--- src/hdl/ftm_pkg.sv ---
// shared types and constants for the flux to mfm word decoder
package ftm_pkg;

  localparam int WORD_W       = 16;
  localparam int TOL_W        = 6;
  localparam int CC_W         = 4;
  localparam int UNIT_W       = 8;
  localparam int CFG_IDX_W    = 1;
  localparam int CFG_DATA_W   = 16;

  localparam int MAX_SHIFTS   = 8;
  localparam int UNITS_PER_US = 40;
  localparam int SHIFT_W      = $clog2(MAX_SHIFTS + 1);

  // reciprocal of the cell unit, exact for every 16-bit interval
  localparam int RECIP_SHIFT  = 24;
  localparam int RECIP_W      = RECIP_SHIFT + 1;
  localparam int RECIP        = (2 ** RECIP_SHIFT + UNITS_PER_US - 1) / UNITS_PER_US;
  localparam int PROD_W       = WORD_W + RECIP_W;
  localparam int REF_W        = WORD_W + 1;
  localparam int REFU_W       = REF_W + UNIT_W;

  localparam int RESULT_LIMIT = 2;
  localparam int RES_CNT_W    = 2;

  localparam logic [CFG_IDX_W-1:0] REG_WINDOW_TOL = 1'd0;
  localparam logic [CFG_IDX_W-1:0] REG_SYNC_PAT   = 1'd1;

  localparam logic [TOL_W-1:0]  TOL_RESET  = 6'd10;
  localparam logic [WORD_W-1:0] SYNC_RESET = 16'h4489;

  typedef struct packed {
    logic [WORD_W-1:0] word;
    logic [WORD_W-1:0] pattern;
    logic [CC_W-1:0]   cell_count;
    logic              last_cell;
  } step_in_t;

  typedef struct packed {
    logic [WORD_W-1:0] word;
    logic [WORD_W-1:0] pattern;
    logic [CC_W-1:0]   cell_count;
    logic              emit;
    logic [WORD_W-1:0] emit_word;
    logic              synced;
  } step_out_t;

endpackage

--- src/hdl/ftm_if.sv ---
// item channel interfaces for flux intervals and mfm words
interface ftm_flux_if;
  logic                       valid;
  logic                       ready;
  logic [ftm_pkg::WORD_W-1:0] flux_units;
  logic                       track_start;

  modport source (output valid, output flux_units, output track_start, input ready);
  modport sink   (input valid, input flux_units, input track_start, output ready);
endinterface

interface ftm_word_if;
  logic                       valid;
  logic                       ready;
  logic [ftm_pkg::WORD_W-1:0] mfm_word;
  logic                       synced;
  logic                       last;

  modport source (output valid, output mfm_word, output synced, output last, input ready);
  modport sink   (input valid, input mfm_word, input synced, input last, output ready);
endinterface

--- src/hdl/ftm_cell_step.sv ---
// one mfm cell shift with sync-mark realignment and word completion
module ftm_cell_step (
  input  ftm_pkg::step_in_t            step_i,
  input  logic [ftm_pkg::WORD_W-1:0]   sync_pat_i,
  output ftm_pkg::step_out_t           step_o
);

  logic [ftm_pkg::WORD_W-1:0] w;
  logic [ftm_pkg::WORD_W-1:0] p;
  logic [ftm_pkg::CC_W-1:0]   cc;
  logic [ftm_pkg::CC_W:0]     cc_inc;
  logic                       syn;

  always_comb begin
    w   = step_i.word | {{(ftm_pkg::WORD_W-1){1'b0}}, step_i.last_cell};
    p   = step_i.pattern | {{(ftm_pkg::WORD_W-1){1'b0}}, step_i.last_cell};
    cc  = step_i.cell_count;
    syn = 1'b0;
    // sync mark: realign so the word closes on this cell
    if (p == sync_pat_i) begin
      p   = '0;
      w   = w << ({ftm_pkg::CC_W{1'b1}} - cc);
      cc  = {ftm_pkg::CC_W{1'b1}};
      syn = 1'b1;
    end
    p      = p << 1;
    cc_inc = {1'b0, cc} + 1'b1;
    step_o.emit      = cc_inc[ftm_pkg::CC_W];
    step_o.emit_word = w;
    step_o.synced    = syn;
    if (cc_inc[ftm_pkg::CC_W]) begin
      w = '0;
    end
    step_o.word       = w << 1;
    step_o.pattern    = p;
    step_o.cell_count = cc_inc[ftm_pkg::CC_W-1:0];
  end

endmodule

--- src/hdl/flux_to_mfm_word_decoder_unit.sv ---
// flux interval to mfm word decoder top level with sequencer
// per item: divide, reference multiply and compare steps, then n shifts, then a flush step
// n = shifts, n <= MAX_SHIFTS; a new item is accepted only in idle, after the last one's flush
// the single cell-step unit runs once per cycle per shift, unless a busy output stalls it
// a busy output also holds the flush step
// reset: asynchronous active low, clears state, registers to defaults, no clearing pass
module flux_to_mfm_word_decoder_unit (
  input  logic                              clk_i,
  input  logic                              rst_ni,
  input  logic                              cfg_we_i,
  input  logic [ftm_pkg::CFG_IDX_W-1:0]     cfg_idx_i,
  input  logic [ftm_pkg::CFG_DATA_W-1:0]    cfg_data_i,
  ftm_flux_if.sink                          flux_i,
  ftm_word_if.source                        word_o
);

  localparam logic [2:0] S_IDLE  = 3'd0;
  localparam logic [2:0] S_DIV   = 3'd1;
  localparam logic [2:0] S_REF   = 3'd2;
  localparam logic [2:0] S_CMP   = 3'd3;
  localparam logic [2:0] S_SHIFT = 3'd4;
  localparam logic [2:0] S_FLUSH = 3'd5;

  // configuration registers
  logic [ftm_pkg::TOL_W-1:0]  tol_q;
  logic [ftm_pkg::WORD_W-1:0] sync_q;

  // decoder state
  logic [2:0]                  state_q, state_d;
  logic [ftm_pkg::WORD_W-1:0]  word_q;
  logic [ftm_pkg::WORD_W-1:0]  pat_q;
  logic [ftm_pkg::CC_W-1:0]    cc_q;

  // interval rounding
  logic [ftm_pkg::WORD_W-1:0]  units_q;
  logic [ftm_pkg::PROD_W-1:0]  prod_q;
  logic [ftm_pkg::REF_W-1:0]   ref_q;
  logic [ftm_pkg::REFU_W-1:0]  refu_q;
  logic [ftm_pkg::REF_W-1:0]   ref_d;
  logic [ftm_pkg::REFU_W-1:0]  units_ext;
  logic [ftm_pkg::REFU_W-1:0]  tol_ext;
  logic                        short_cell;
  logic [ftm_pkg::WORD_W-1:0]  half_ref;
  logic [ftm_pkg::WORD_W-1:0]  shifts_raw;
  logic [ftm_pkg::SHIFT_W-1:0] shifts_d;

  // shift loop
  logic [ftm_pkg::SHIFT_W-1:0] shifts_q;
  logic [ftm_pkg::SHIFT_W-1:0] idx_q;
  ftm_pkg::step_in_t           step_in;
  ftm_pkg::step_out_t          step_out;

  // result handling: one pending word, one output register
  logic                          pend_valid_q;
  logic [ftm_pkg::WORD_W-1:0]    pend_word_q;
  logic                          pend_synced_q;
  logic [ftm_pkg::RES_CNT_W-1:0] res_cnt_q;
  logic                          out_valid_q;
  logic [ftm_pkg::WORD_W-1:0]    out_word_q;
  logic                          out_synced_q;
  logic                          out_last_q;

  logic accept;
  logic out_free;
  logic need_push;
  logic stall;
  logic push_shift;
  logic push_flush;
  logic advance;
  logic final_shift;

  assign accept   = flux_i.valid && flux_i.ready;
  assign out_free = !out_valid_q || word_o.ready;

  assign flux_i.ready    = (state_q == S_IDLE);
  assign word_o.valid    = out_valid_q;
  assign word_o.mfm_word = out_word_q;
  assign word_o.synced   = out_synced_q;
  assign word_o.last     = out_last_q;

  // configuration writes
  always_ff @(posedge clk_i or negedge rst_ni) begin
    if (!rst_ni) begin
      tol_q  <= ftm_pkg::TOL_RESET;
      sync_q <= ftm_pkg::SYNC_RESET;
    end else if (cfg_we_i) begin
      case (cfg_idx_i)
        ftm_pkg::REG_WINDOW_TOL: tol_q  <= cfg_data_i[ftm_pkg::TOL_W-1:0];
        ftm_pkg::REG_SYNC_PAT:   sync_q <= cfg_data_i[ftm_pkg::WORD_W-1:0];
        default: ;
      endcase
    end
  end

  // reference cell: even number of microseconds, quotient from the reciprocal product
  assign ref_d = ({1'b0, prod_q[ftm_pkg::RECIP_SHIFT +: ftm_pkg::WORD_W]} + 1'b1)
                 & ~{{(ftm_pkg::REF_W-1){1'b0}}, 1'b1};

  // delay below the window gives one shift fewer; above the window rounds the same as ref
  assign units_ext  = {{(ftm_pkg::REFU_W-ftm_pkg::WORD_W){1'b0}}, units_q};
  assign tol_ext    = {{(ftm_pkg::REFU_W-ftm_pkg::TOL_W){1'b0}}, tol_q};
  assign short_cell = (units_ext + tol_ext) < refu_q;
  assign half_ref   = ref_q[ftm_pkg::REF_W-1:1];
  assign shifts_raw = half_ref - {{(ftm_pkg::WORD_W-1){1'b0}}, short_cell};
  assign shifts_d   = (shifts_raw > ftm_pkg::WORD_W'(ftm_pkg::MAX_SHIFTS))
                      ? ftm_pkg::SHIFT_W'(ftm_pkg::MAX_SHIFTS)
                      : shifts_raw[ftm_pkg::SHIFT_W-1:0];

  // shared cell-step unit
  assign final_shift       = (idx_q == shifts_q - 1'b1);
  assign step_in.word       = word_q;
  assign step_in.pattern    = pat_q;
  assign step_in.cell_count = cc_q;
  assign step_in.last_cell  = final_shift;

  ftm_cell_step u_step (
    .step_i     (step_in),
    .sync_pat_i (sync_q),
    .step_o     (step_out)
  );

  // words past the result limit are dropped, the state still advances
  assign need_push  = step_out.emit && (res_cnt_q < ftm_pkg::RES_CNT_W'(ftm_pkg::RESULT_LIMIT));
  assign stall      = need_push && pend_valid_q && !out_free;
  assign advance    = (state_q == S_SHIFT) && !stall;
  assign push_shift = advance && need_push && pend_valid_q;
  assign push_flush = (state_q == S_FLUSH) && pend_valid_q && out_free;

  // sequencer
  always_comb begin
    state_d = state_q;
    case (state_q)
      S_IDLE:  if (accept) state_d = S_DIV;
      S_DIV:   state_d = S_REF;
      S_REF:   state_d = S_CMP;
      S_CMP:   state_d = (shifts_d == '0) ? S_FLUSH : S_SHIFT;
      S_SHIFT: if (advance && final_shift) state_d = S_FLUSH;
      S_FLUSH: if (!pend_valid_q || out_free) state_d = S_IDLE;
      default: state_d = S_IDLE;
    endcase
  end

  always_ff @(posedge clk_i or negedge rst_ni) begin
    if (!rst_ni) begin
      state_q <= S_IDLE;
    end else begin
      state_q <= state_d;
    end
  end

  // rounding datapath, one multiply per step
  always_ff @(posedge clk_i) begin
    if (accept) begin
      units_q <= flux_i.flux_units;
    end
    if (state_q == S_DIV) begin
      prod_q <= {{ftm_pkg::RECIP_W{1'b0}}, units_q} * ftm_pkg::PROD_W'(ftm_pkg::RECIP);
    end
    if (state_q == S_REF) begin
      ref_q  <= ref_d;
      refu_q <= {{ftm_pkg::UNIT_W{1'b0}}, ref_d} * ftm_pkg::REFU_W'(ftm_pkg::UNITS_PER_US);
    end
  end

  // cell state and loop counters
  always_ff @(posedge clk_i or negedge rst_ni) begin
    if (!rst_ni) begin
      word_q       <= '0;
      pat_q        <= '0;
      cc_q         <= '0;
      shifts_q     <= '0;
      idx_q        <= '0;
      res_cnt_q    <= '0;
      pend_valid_q <= 1'b0;
    end else begin
      if (accept) begin
        res_cnt_q <= '0;
        if (flux_i.track_start) begin
          word_q <= '0;
          pat_q  <= '0;
          cc_q   <= '0;
        end
      end
      if (state_q == S_CMP) begin
        shifts_q <= shifts_d;
        idx_q    <= '0;
      end
      if (advance) begin
        word_q <= step_out.word;
        pat_q  <= step_out.pattern;
        cc_q   <= step_out.cell_count;
        idx_q  <= idx_q + 1'b1;
        if (need_push) begin
          pend_valid_q <= 1'b1;
          res_cnt_q    <= res_cnt_q + 1'b1;
        end
      end
      if (push_flush) begin
        pend_valid_q <= 1'b0;
      end
    end
  end

  always_ff @(posedge clk_i) begin
    if (advance && need_push) begin
      pend_word_q   <= step_out.emit_word;
      pend_synced_q <= step_out.synced;
    end
  end

  // output register: a pending word leaves as non-last when another follows
  always_ff @(posedge clk_i or negedge rst_ni) begin
    if (!rst_ni) begin
      out_valid_q <= 1'b0;
    end else if (push_shift || push_flush) begin
      out_valid_q <= 1'b1;
    end else if (word_o.ready) begin
      out_valid_q <= 1'b0;
    end
  end

  always_ff @(posedge clk_i) begin
    if (push_shift || push_flush) begin
      out_word_q   <= pend_word_q;
      out_synced_q <= pend_synced_q;
      out_last_q   <= push_flush;
    end
  end

endmodule

--- src/flat_wrapper.sv ---
// flat-port wrapper written by rule: the top's interface ports become plain ports
module flux_to_mfm_word_decoder_unit_flat 
  (clk_i, rst_ni, cfg_we_i, cfg_idx_i, cfg_data_i, flux_i_valid, flux_i_flux_units, flux_i_track_start, flux_i_ready, word_o_valid, word_o_mfm_word, word_o_synced, word_o_last, word_o_ready);
  ftm_flux_if flux_i_i ();
  ftm_word_if word_o_i ();
  input  logic clk_i;
  input  logic rst_ni;
  input  logic cfg_we_i;
  input  logic [ftm_pkg::CFG_IDX_W-1:0] cfg_idx_i;
  input  logic [ftm_pkg::CFG_DATA_W-1:0] cfg_data_i;
  input wire logic [$bits(flux_i_i.valid)-1:0] flux_i_valid;
  input wire logic [$bits(flux_i_i.flux_units)-1:0] flux_i_flux_units;
  input wire logic [$bits(flux_i_i.track_start)-1:0] flux_i_track_start;
  output wire logic [$bits(flux_i_i.ready)-1:0] flux_i_ready;
  output wire logic [$bits(word_o_i.valid)-1:0] word_o_valid;
  output wire logic [$bits(word_o_i.mfm_word)-1:0] word_o_mfm_word;
  output wire logic [$bits(word_o_i.synced)-1:0] word_o_synced;
  output wire logic [$bits(word_o_i.last)-1:0] word_o_last;
  input wire logic [$bits(word_o_i.ready)-1:0] word_o_ready;
  assign flux_i_i.valid = flux_i_valid;
  assign flux_i_i.flux_units = flux_i_flux_units;
  assign flux_i_i.track_start = flux_i_track_start;
  assign flux_i_ready = flux_i_i.ready;
  assign word_o_valid = word_o_i.valid;
  assign word_o_mfm_word = word_o_i.mfm_word;
  assign word_o_synced = word_o_i.synced;
  assign word_o_last = word_o_i.last;
  assign word_o_i.ready = word_o_ready;
  flux_to_mfm_word_decoder_unit u_core (.clk_i(clk_i), .rst_ni(rst_ni), .cfg_we_i(cfg_we_i), .cfg_idx_i(cfg_idx_i), .cfg_data_i(cfg_data_i), .flux_i(flux_i_i), .word_o(word_o_i));
endmodule
--- config.mk ---
export PLATFORM = sky130hd
export DESIGN_NAME = flux_to_mfm_word_decoder_unit_flat
export DESIGN_NICKNAME = d
export VERILOG_FILES = /design/src/hdl/ftm_pkg.sv /design/src/hdl/ftm_if.sv /design/src/hdl/ftm_cell_step.sv /design/src/hdl/flux_to_mfm_word_decoder_unit.sv /design/src/flat_wrapper.sv
export SDC_FILE = /design/constraint.sdc
export NUM_CORES = 1
export LEC_CHECK = 0
export BUFFER_PORTS_ARGS = -buffer_cell sky130_fd_sc_hd__buf_2
export CAP_MARGIN = 30
export CORE_ASPECT_RATIO = 2
export CORE_MARGIN = 2
export CORE_UTILIZATION = 65
export CTS_BUF_LIST = sky130_fd_sc_hd__clkbuf_8
export DETAILED_ROUTE_END_ITERATION = 10
export GPL_TIMING_DRIVEN = 0
export PLACE_DENSITY = 0.93
export SLEW_MARGIN = 20
export SYNTH_ARGS = -nofsm -noshare
export SYNTH_HDL_FRONTEND = slang
export SYNTH_HIERARCHICAL = 1
export SYNTH_SLANG_ARGS = --single-unit
--- constraint.sdc ---
create_clock -name clk_i -period 7.5 [get_ports clk_i]
set_input_delay 0.375 -clock clk_i [delete_from_list [all_inputs] [get_ports clk_i]]
set_output_delay 0.375 -clock clk_i [all_outputs]
set_load 0.05 [all_outputs]
---- After elaboration in Yosys (flattened, before gate mapping) ----
Index checks and enable logic that the tools add are counted.
word-level totals
  word-level logic and storage cells ...... 105
  input bits .............................. 39
  register bits after elaboration ......... 194
cells by class
  mux-type cells .......................... 28
  shifts and indexed selects .............. 1
  order comparisons ....................... 3
  equal/unequal tests ..................... 10
  add/subtract/negate cells ............... 8
  reduce and logical (&&, ||, !) cells .... 30
  bitwise operators ....................... 3
  multipliers ............................. 2
operators with widths
  kind                                                                              count
  16-bit 2-to-1 mux                                                                 5
  16-bit by 19-bit multiplier with 35-bit output, second input constant             1
  16-bit by 1-bit bitwise OR with 16-bit output                                     2
  15-bit 2-to-1 mux                                                                 2
  4-bit 2-to-1 mux                                                                  7
  25-bit by 23-bit < comparator with 1-bit output                                   1
  16-bit by 3-bit multiplier with 19-bit output, second input constant              1
  3-bit one-hot mux with 6 select lines                                             1
  16-bit by 6-bit adder with 17-bit output                                          1
  16-bit == test                                                                    1
  16-bit by 4-bit greater-than comparator with 1-bit output, second input constant  1
  16-bit by 4-bit << shifter with 16-bit output                                     1
  16-bit by 1-bit subtractor with 16-bit output                                     1
  11-bit by 1-bit adder with 12-bit output, second input constant                   1
  2-bit nonzero test                                                                6
  1-bit logical AND                                                                 10
  3-bit 2-to-1 mux                                                                  3
  2-bit AND reduction                                                               4
  1-bit 2-to-1 mux                                                                  7
  3-bit by 2-bit == test with 1-bit output, second input constant                   2
  3-bit == test, second input constant                                              2
  2-bit 2-to-1 mux                                                                  3
  2-bit != test, second input constant                                              3
  4-bit by 1-bit adder with 5-bit output, second input constant                     1
  13 further kinds                                                                  18

---- Longest topological paths before layout ----
Gate-level depths: netlist of run 1.
  depth in word-level cells ............... 15
  mapped depth ............................ 25

---- By module ----
The synthesis of run 1 kept the hierarchy.
by module, submodules not included
  module                         cells an instance  area an instance (µm²)  times used
  flux_to_mfm_word_decoder_unit  902                11068.1                 1
  ftm_cell_step                  184                1555.2                  1

---- Worst setup path after synthesis of run 1 ----
Ideal clock, no wire load.
  kind .................................... register to register
  start ................................... register u_core/shifts_q[0] in the netlist's numbering
  end ..................................... register u_core.out_last_q, in the netlist u_core/word_o.last (enable)
  arrival ................................. 5.609 ns
  library setup time ...................... 0.374 ns
  path buffers ............................ 2
  setup slack ............................. 1.517 ns
  clock period less this slack ............ 5.983 ns
  stages on the path, launching flop included .. 16
  path through ............................ dfrtp_1 inv_1 ha_1 xnor2_1 nor4_1 nor2_1 xor2_1 nand2_1 buf_2 nand2b_1 ha_1 buf_1 a21boi_1 nand2b_1 nor4_1 a21o_1
RTL lines
  what                    line                                  text
  start, declared         flux_to_mfm_word_decoder_unit.sv:48   logic [ftm_pkg::SHIFT_W-1:0] shifts_q;
  start signal, assigned  flux_to_mfm_word_decoder_unit.sv:185  shifts_q <= shifts_d;
  end signal, assigned    flux_to_mfm_word_decoder_unit.sv:226  out_last_q <= push_flush;
  end, declared           flux_to_mfm_word_decoder_unit.sv:61   logic out_last_q;

---- Final worst setup path of run 1 ----
  start ................................... register u_core/units_q[5] in the netlist's numbering
  end ..................................... register u_core/prod_q[28] in the netlist's numbering, data pin
between the ends
  longest elaborated chain between the ends .. 1
RTL lines
  what                                            line                                  text
  start, declared                                 flux_to_mfm_word_decoder_unit.sv:35   logic [ftm_pkg::WORD_W-1:0] units_q;
  start signal, assigned                          flux_to_mfm_word_decoder_unit.sv:154  units_q <= flux_i.flux_units;
  16-bit by 19-bit multiplier with 35-bit output  flux_to_mfm_word_decoder_unit.sv:157  prod_q <= {{ftm_pkg::RECIP_W{1'b0}}, units_q} * ftm_pkg::PROD_W'(ftm_pkg::RECIP);
  end signal, assigned                            flux_to_mfm_word_decoder_unit.sv:157
  end, declared                                   flux_to_mfm_word_decoder_unit.sv:36   logic [ftm_pkg::PROD_W-1:0] prod_q;
No other way between the ends.
A chain may end at the register's enable or synchronous reset.

==> results.json, run 1 <==
{
  "status": "finished clean",
  "pin_count": 59,
  "initial_core_util": 0.658,
  "min_path_type": "primary input to flip-flop",
  "rsz0062_at_grt": "false",
  "setup.worst_path.end_class": "flip-flop",
  "synth_top_cell_by_area": "edfxtp_1",
  "relSlewSlack": 0.384,
  "worstPathRequired_ps": 7730,
  "ys_async_sr_fraction": 0.462,
  "first_global_vias": 9742,
  "final_common_cell": "ha_1",
  "drv_slew": 0,
  "crit_arrival_ps": 6370,
  "synth_top_area_frac": 0.202,
  "rows": 72,
  "post-route-drc-count": 0,
  "core_area_sq_mm": 0.0192,
  "die_h_microns": 201,
  "worstSkewPairLatency_ps": 480,
  "fin_crit_ps": 6140,
  "cts_inserted_buffers": 17,
  "synth.area.top_cells": "edfxtp_1 (20%), ha_1 (16%), fa_1 (13%), dfrtp_1 (13%), inv_1 (4.2%)",
  "routed_wl_microns": 30800,
  "grt_overflow": 0,
  "clock-root-buffer": "clkbuf_8",
  "finalHoldViolCount": 0,
  "synthCells": 1086,
  "grt_usage": 0.318,
  "finalNetCount": 1459,
  "crit_start": "u_core/units_q[5]$_DFFE_PP_",
  "htree_levels": 4,
  "post_cts_resized": 0,
  "final_cell_mix": "ha_1 (164), inv_1 (142), edfxtp_1 (85)",
  "finalSetupViolCount": 0,
  "design_area_sq_mm": 0.0137,
  "placed_cell_area_sq_mm": 0.0133,
  "cts_sinks": 158,
  "path_clk_slew_ps": 100,
  "fmax_mhz": 163,
  "startpoint_type": "flip-flop",
  "areaGrowthSynthToFinish_pct": 8.63,
  "seq_area_frac_synth": 0.348,
  "clk_path_buf_depth": 2,
  "gp_congestion": 0.977,
  "ys_warn_count": 6,
  "dr.pass1.iters": 5,
  "post-dp-hpwl_microns": 25100,
  "ys.flop_type": "edfxtp_1",
  "dieArea_sq_mm": 0.0206,
  "worstMarginPinSlew_ps": 923,
  "synth_edf_count": 85,
  "synth_area_per_cell_sq_um": 11.6,
  "antenna_left": 0,
  "crit_fanout": 5,
  "skew_ps": 14.4,
  "wire_per_inst_microns": 21.3,
  "drt_iter0_markers": 447,
  "ys_ff_latch": 158,
  "viasPerCell": 6.15,
  "cap_violations": 0,
  "io_buffers": 58,
  "die-width_microns": 103,
  "fin_crit_sh": 0.819,
  "nFillCells": 1251,
  "grt_max_degree": 60,
  "via_count": 8876,
  "antenna_found_initial": 0,
  "yosysUniqueCellTypes": 76,
  "critPathKind": "flip-flop to flip-flop",
  "grt_pass1_wl_microns": 48900,
  "drive_above_1_share": 0.168,
  "min_from": "flux_i_flux_units[9]",
  "synth_area_sq_mm": 0.0126,
  "cts_tree": "yes",
  "r2r-start": "u_core/units_q[5]$_DFFE_PP_",
  "antennaDiodeCount": 0
}
[critical path, cell delays in order, from the launching register on]
cell and delay, ps:
edfxtp_1 520, inv_1 80, ha_1 280, inv_1 90, fa_1 570, fa_1 610
inv_1 80, fa_1 490, fa_1 550, inv_1 60, fa_1 450, ha_1 330
and4_1 250, nand3_1 110, a31oi_1 60, o21ai_0 540, a21oi_1 190, or3_4 410
a21oi_2 170, xnor2_1 70
[Yosys cell counts, types with 9 or more instances]
master,number
nand2b_1,12
inv_1,140
xnor2_1,38
xor2_1,31
a22o_1,46
a21o_1,14
edfxtp_1,85
nand2_1,55
dfrtp_1,66
ha_1,164
nand3_1,18
mux2i_1,9
mux2_2,38
clkbuf_1,9
o21ai_0,20
nor2_1,28
and2_1,17
mux4_2,10
nor3_1,10
fa_1,84
a21oi_1,33
[layer usage]
layer | vias up | track usage | wire (microns)
li1 | 4002 | - | -
met1 | 4343 | 0.297 | 9440
met2 | 361 | 0.572 | 17200
met3 | 170 | 0.0543 | 1100
met4 | 0 | 0.260 | 3020
met5 | - | 0 | 0
[stage by stage]
step	util	TNS, ps	setup slack [ps]	hold WS (ps)	cells
2_1_floorplan	-	0	1520	79.4	1087
3_3_place_gp	0.690	-16420	-816	401	1404
3_5_place_dp	0.694	0	1410	257	1410
4_1_cts	0.714	0	1360	33.3	1443
5_1_grt	0.715	0	1170	35.5	1444
6_report	0.715	0	1360	63.1	1444
[timing repair]
action	4_1_cts	5_1_grt
hold buffers	1	0
hold endpoints to repair	14	0
buffers inserted	0	0
[layout make-up]
type	instances	area (sq um)	area share
Inverter	141	529	0.0386
Clock inverter	15	145	0.0106
Clock buffer	17	234	0.0171
Tap cell	259	324	0.0236
Buffer	31	184	0.0134
Sequential cell	158	4390	0.320
Timing Repair Buffer	66	369	0.0269
Multi-Input combinational cell	757	7540	0.550
[registers in the layout (all words and copies together), names as in the netlist, 2 cells and up]
register                count
u_core/cc_q                 4
u_core/units_q             16
u_core/idx_q                4
u_core/pat_q               16
u_core/refu_q              14
u_core/pend_word_q         16
u_core/ref_q                9
u_core/prod_q              11
u_core/word_o.mfm_word     16
u_core/tol_q                6
u_core/state_q              3
u_core/shifts_q             4
u_core/word_q              16
u_core/sync_q              16
u_core/res_cnt_q            2
[worst paths after layout]
check	end	slack (ps)	depth (start not counted)
worst max-delay path	u_core/prod_q[28]$_DFFE_PP_	1360	19
worst min-delay path	u_core/units_q[9]$_DFFE_PP_	60	1
worst max register to register	u_core/prod_q[28]$_DFFE_PP_	1360	19
worst min register to register	u_core/word_o.mfm_word[12]$_DFFE_PP_	420	0
max in group asynchronous	u_core/tol_q[1]$_DFFE_PN1P_	6580	3
min in group asynchronous	u_core/word_q[15]$_DFFE_PN0P_	300	2
[cells by family (layout without fill, tap and decap cells)]
group           Yosys count  after routing  share of synthesized area
xor+xnor                 69             69                     0.0479
buf+inv                 172            270                     0.0565
mux                      60             60                     0.0651
compound gates          180            180                      0.103
other cells               1              2                   0.000297
fa+ha+maj               248            248                      0.296
simple gates            198            198                     0.0837
flops                   158            158                      0.348
Power of run 1 is left out: the tool's default activity adds up to more than one toggle a clock period on the data nets, which glitch-free logic cannot reach.
==> run 2, diff against run 1 <==
- clock period: 7.5 -> 5.8 ns (I/O delays scaled with it)
==> results.json, run 2 (synthesis gave the netlist of run 1 again) <==
{
  "postLayoutCoreUtil": 0.746,
  "viasPerCell": 6.59,
  "pin_count": 59,
  "post-route-drc-count": 0,
  "gp_congestion": 0.963,
  "cts_inserted_buffers": 17,
  "dp_slack_ps": -313,
  "fin_crit_ps": 5920,
  "cts_tree": "yes",
  "nFillCells": 1148,
  "final_cell_mix": "ha_1 (152), inv_1 (139), edfxtp_1 (85)",
  "fin_crit_sh": 1.02,
  "post-dp-hpwl_microns": 25200,
  "finalSetupViolCount": 6,
  "worstSkewPairLatency_ps": 490,
  "die_h_microns": 201,
  "clock-root-buffer": "clkbuf_8",
  "dr.pass1.iters": 6,
  "drt_iter0_markers": 847,
  "status": "finished with violations",
  "crit_arrival_ps": 6160,
  "antenna_left": 0,
  "min_path_type": "primary input to flip-flop",
  "clk_path_buf_depth": 2,
  "grt_usage": 0.345,
  "failed_checks": "setup timing",
  "dp_cells": 1408,
  "worstMarginPinSlew_ps": 979,
  "antenna_found_initial": 2,
  "placed_cell_area_sq_mm": 0.0133,
  "startpoint_type": "flip-flop",
  "grt_overflow": 0,
  "final_common_cell": "ha_1",
  "crit_fanout": 4,
  "worst_slack_ps": -122,
  "relSlewSlack": 0.346,
  "setup.worst_path.end_class": "flip-flop",
  "grt_pass1_wl_microns": 53000,
  "rows": 72,
  "grt_max_degree": 60,
  "drive_above_1_share": 0.211,
  "htree_levels": 4,
  "die-width_microns": 103,
  "areaGrowthSynthToFinish_pct": 13.4,
  "cts_sinks": 158,
  "first_global_vias": 10500,
  "fmax_mhz": 169,
  "critPathKind": "flip-flop to flip-flop",
  "finalHoldViolCount": 0,
  "routed_wl_microns": 37700,
  "design_area_sq_mm": 0.0143,
  "core_area_sq_mm": 0.0192,
  "wire_per_inst_microns": 25.3,
  "io_buffers": 58,
  "instances_no_fill": 1490,
  "drv_slew": 0,
  "via_count": 9813,
  "dieArea_sq_mm": 0.0206,
  "cap_violations": 0,
  "path_clk_slew_ps": 120,
  "skew_ps": 27.2,
  "initial_core_util": 0.658,
  "worstPathRequired_ps": 6030,
  "finalNetCount": 1504
}
[run 2: cell types whose count changed in the layout (fill, tap and decap cells not counted), moves of 4 or more]
cell / before / now
fa_2: 0 / 4
dlygate4sd3_1: 1 / 17
o21ai_0: 20 / 16
ha_1: 164 / 152
buf_4: 8 / 40
ha_2: 0 / 5
fa_1: 84 / 80
ha_4: 0 / 7
inv_8: 0 / 5
[run 2: per-layer routing]
| layer | GRT usage | part of all wire | vias up |
|---|---|---|---|
| li1 | - | - | 4095 |
| met1 | 0.313 | 0.30 | 4734 |
| met2 | 0.608 | 0.52 | 686 |
| met3 | 0.0648 | 0.068 | 296 |
| met4 | 0.317 | 0.11 | 2 |
| met5 | 0 | 0.00035 | - |
[run 2: area by class of cell]
| class | instances | area (sq um) | share of cell area |
|---|---|---|---|
| Clock buffer | 17 | 234 | 0.0163 |
| Multi-Input combinational cell | 757 | 7750 | 0.542 |
| Buffer | 31 | 184 | 0.0128 |
| Clock inverter | 15 | 143 | 0.00996 |
| Antenna cell | 1 | 2.50 | 0.000175 |
| Timing Repair Buffer | 111 | 761 | 0.0531 |
| Tap cell | 259 | 324 | 0.0226 |
| Inverter | 141 | 529 | 0.0370 |
| Sequential cell | 158 | 4390 | 0.306 |
[run 2: repair_timing]
| action | 4_1_cts | 5_1_grt |
|---|---|---|
| buffers inserted | 10 | 22 |
| pin swaps | 0 | 11 |
| endpoints found under the setup margin | 58 | 67 |
| hold endpoints to repair | 39 | 3 |
| hold buffers | 14 | 3 |
| resized for setup | 6 | 37 |
[run 2: worst max-delay path, cell delays in order, from the launching register on]
cell      delay [ps]
edfxtp_1         520
ha_2             530
fa_2             540
inv_1            130
fa_2             490
fa_1             540
inv_1             60
fa_1             440
fa_1             520
ha_4             310
and3_4           190
and3_4           210
nand2_1           80
or3_1            410
a211o_1          320
nand3_1          120
a21oi_1          100
xnor2_1          130
[run 2: per-stage QoR]
stage / setup TNS [ps] / hold WS, ps
finish: -342 / 55.7
global route: -1400 / 46.4
CTS: -20.8 / 0.396
detailed placement: -3210 / 169
global placement: -32000 / 401
floorplan: 0 / -5.59
[run 2: worst paths after layout]
path	from	endpoint	depth (start not counted)	slack, ps
hold reg to reg	u_core/pend_word_q[6]$_DFFE_PP_	u_core/word_o.mfm_word[6]$_DFFE_PP_	0	430
min in group asynchronous	rst_ni	u_core/shifts_q[2]$_DFFE_PN0P_	2	210
setup / recovery	u_core/units_q[11]$_DFFE_PP_	u_core/prod_q[30]$_DFFE_PP_	17	-120
setup reg to reg	u_core/units_q[11]$_DFFE_PP_	u_core/prod_q[30]$_DFFE_PP_	17	-120
hold / removal	cfg_data_i[11]	u_core/sync_q[11]$_DFFE_PN0P_	2	60
max in group asynchronous	rst_ni	u_core/tol_q[1]$_DFFE_PN1P_	3	4980
Power of run 2 is left out for the same reason.
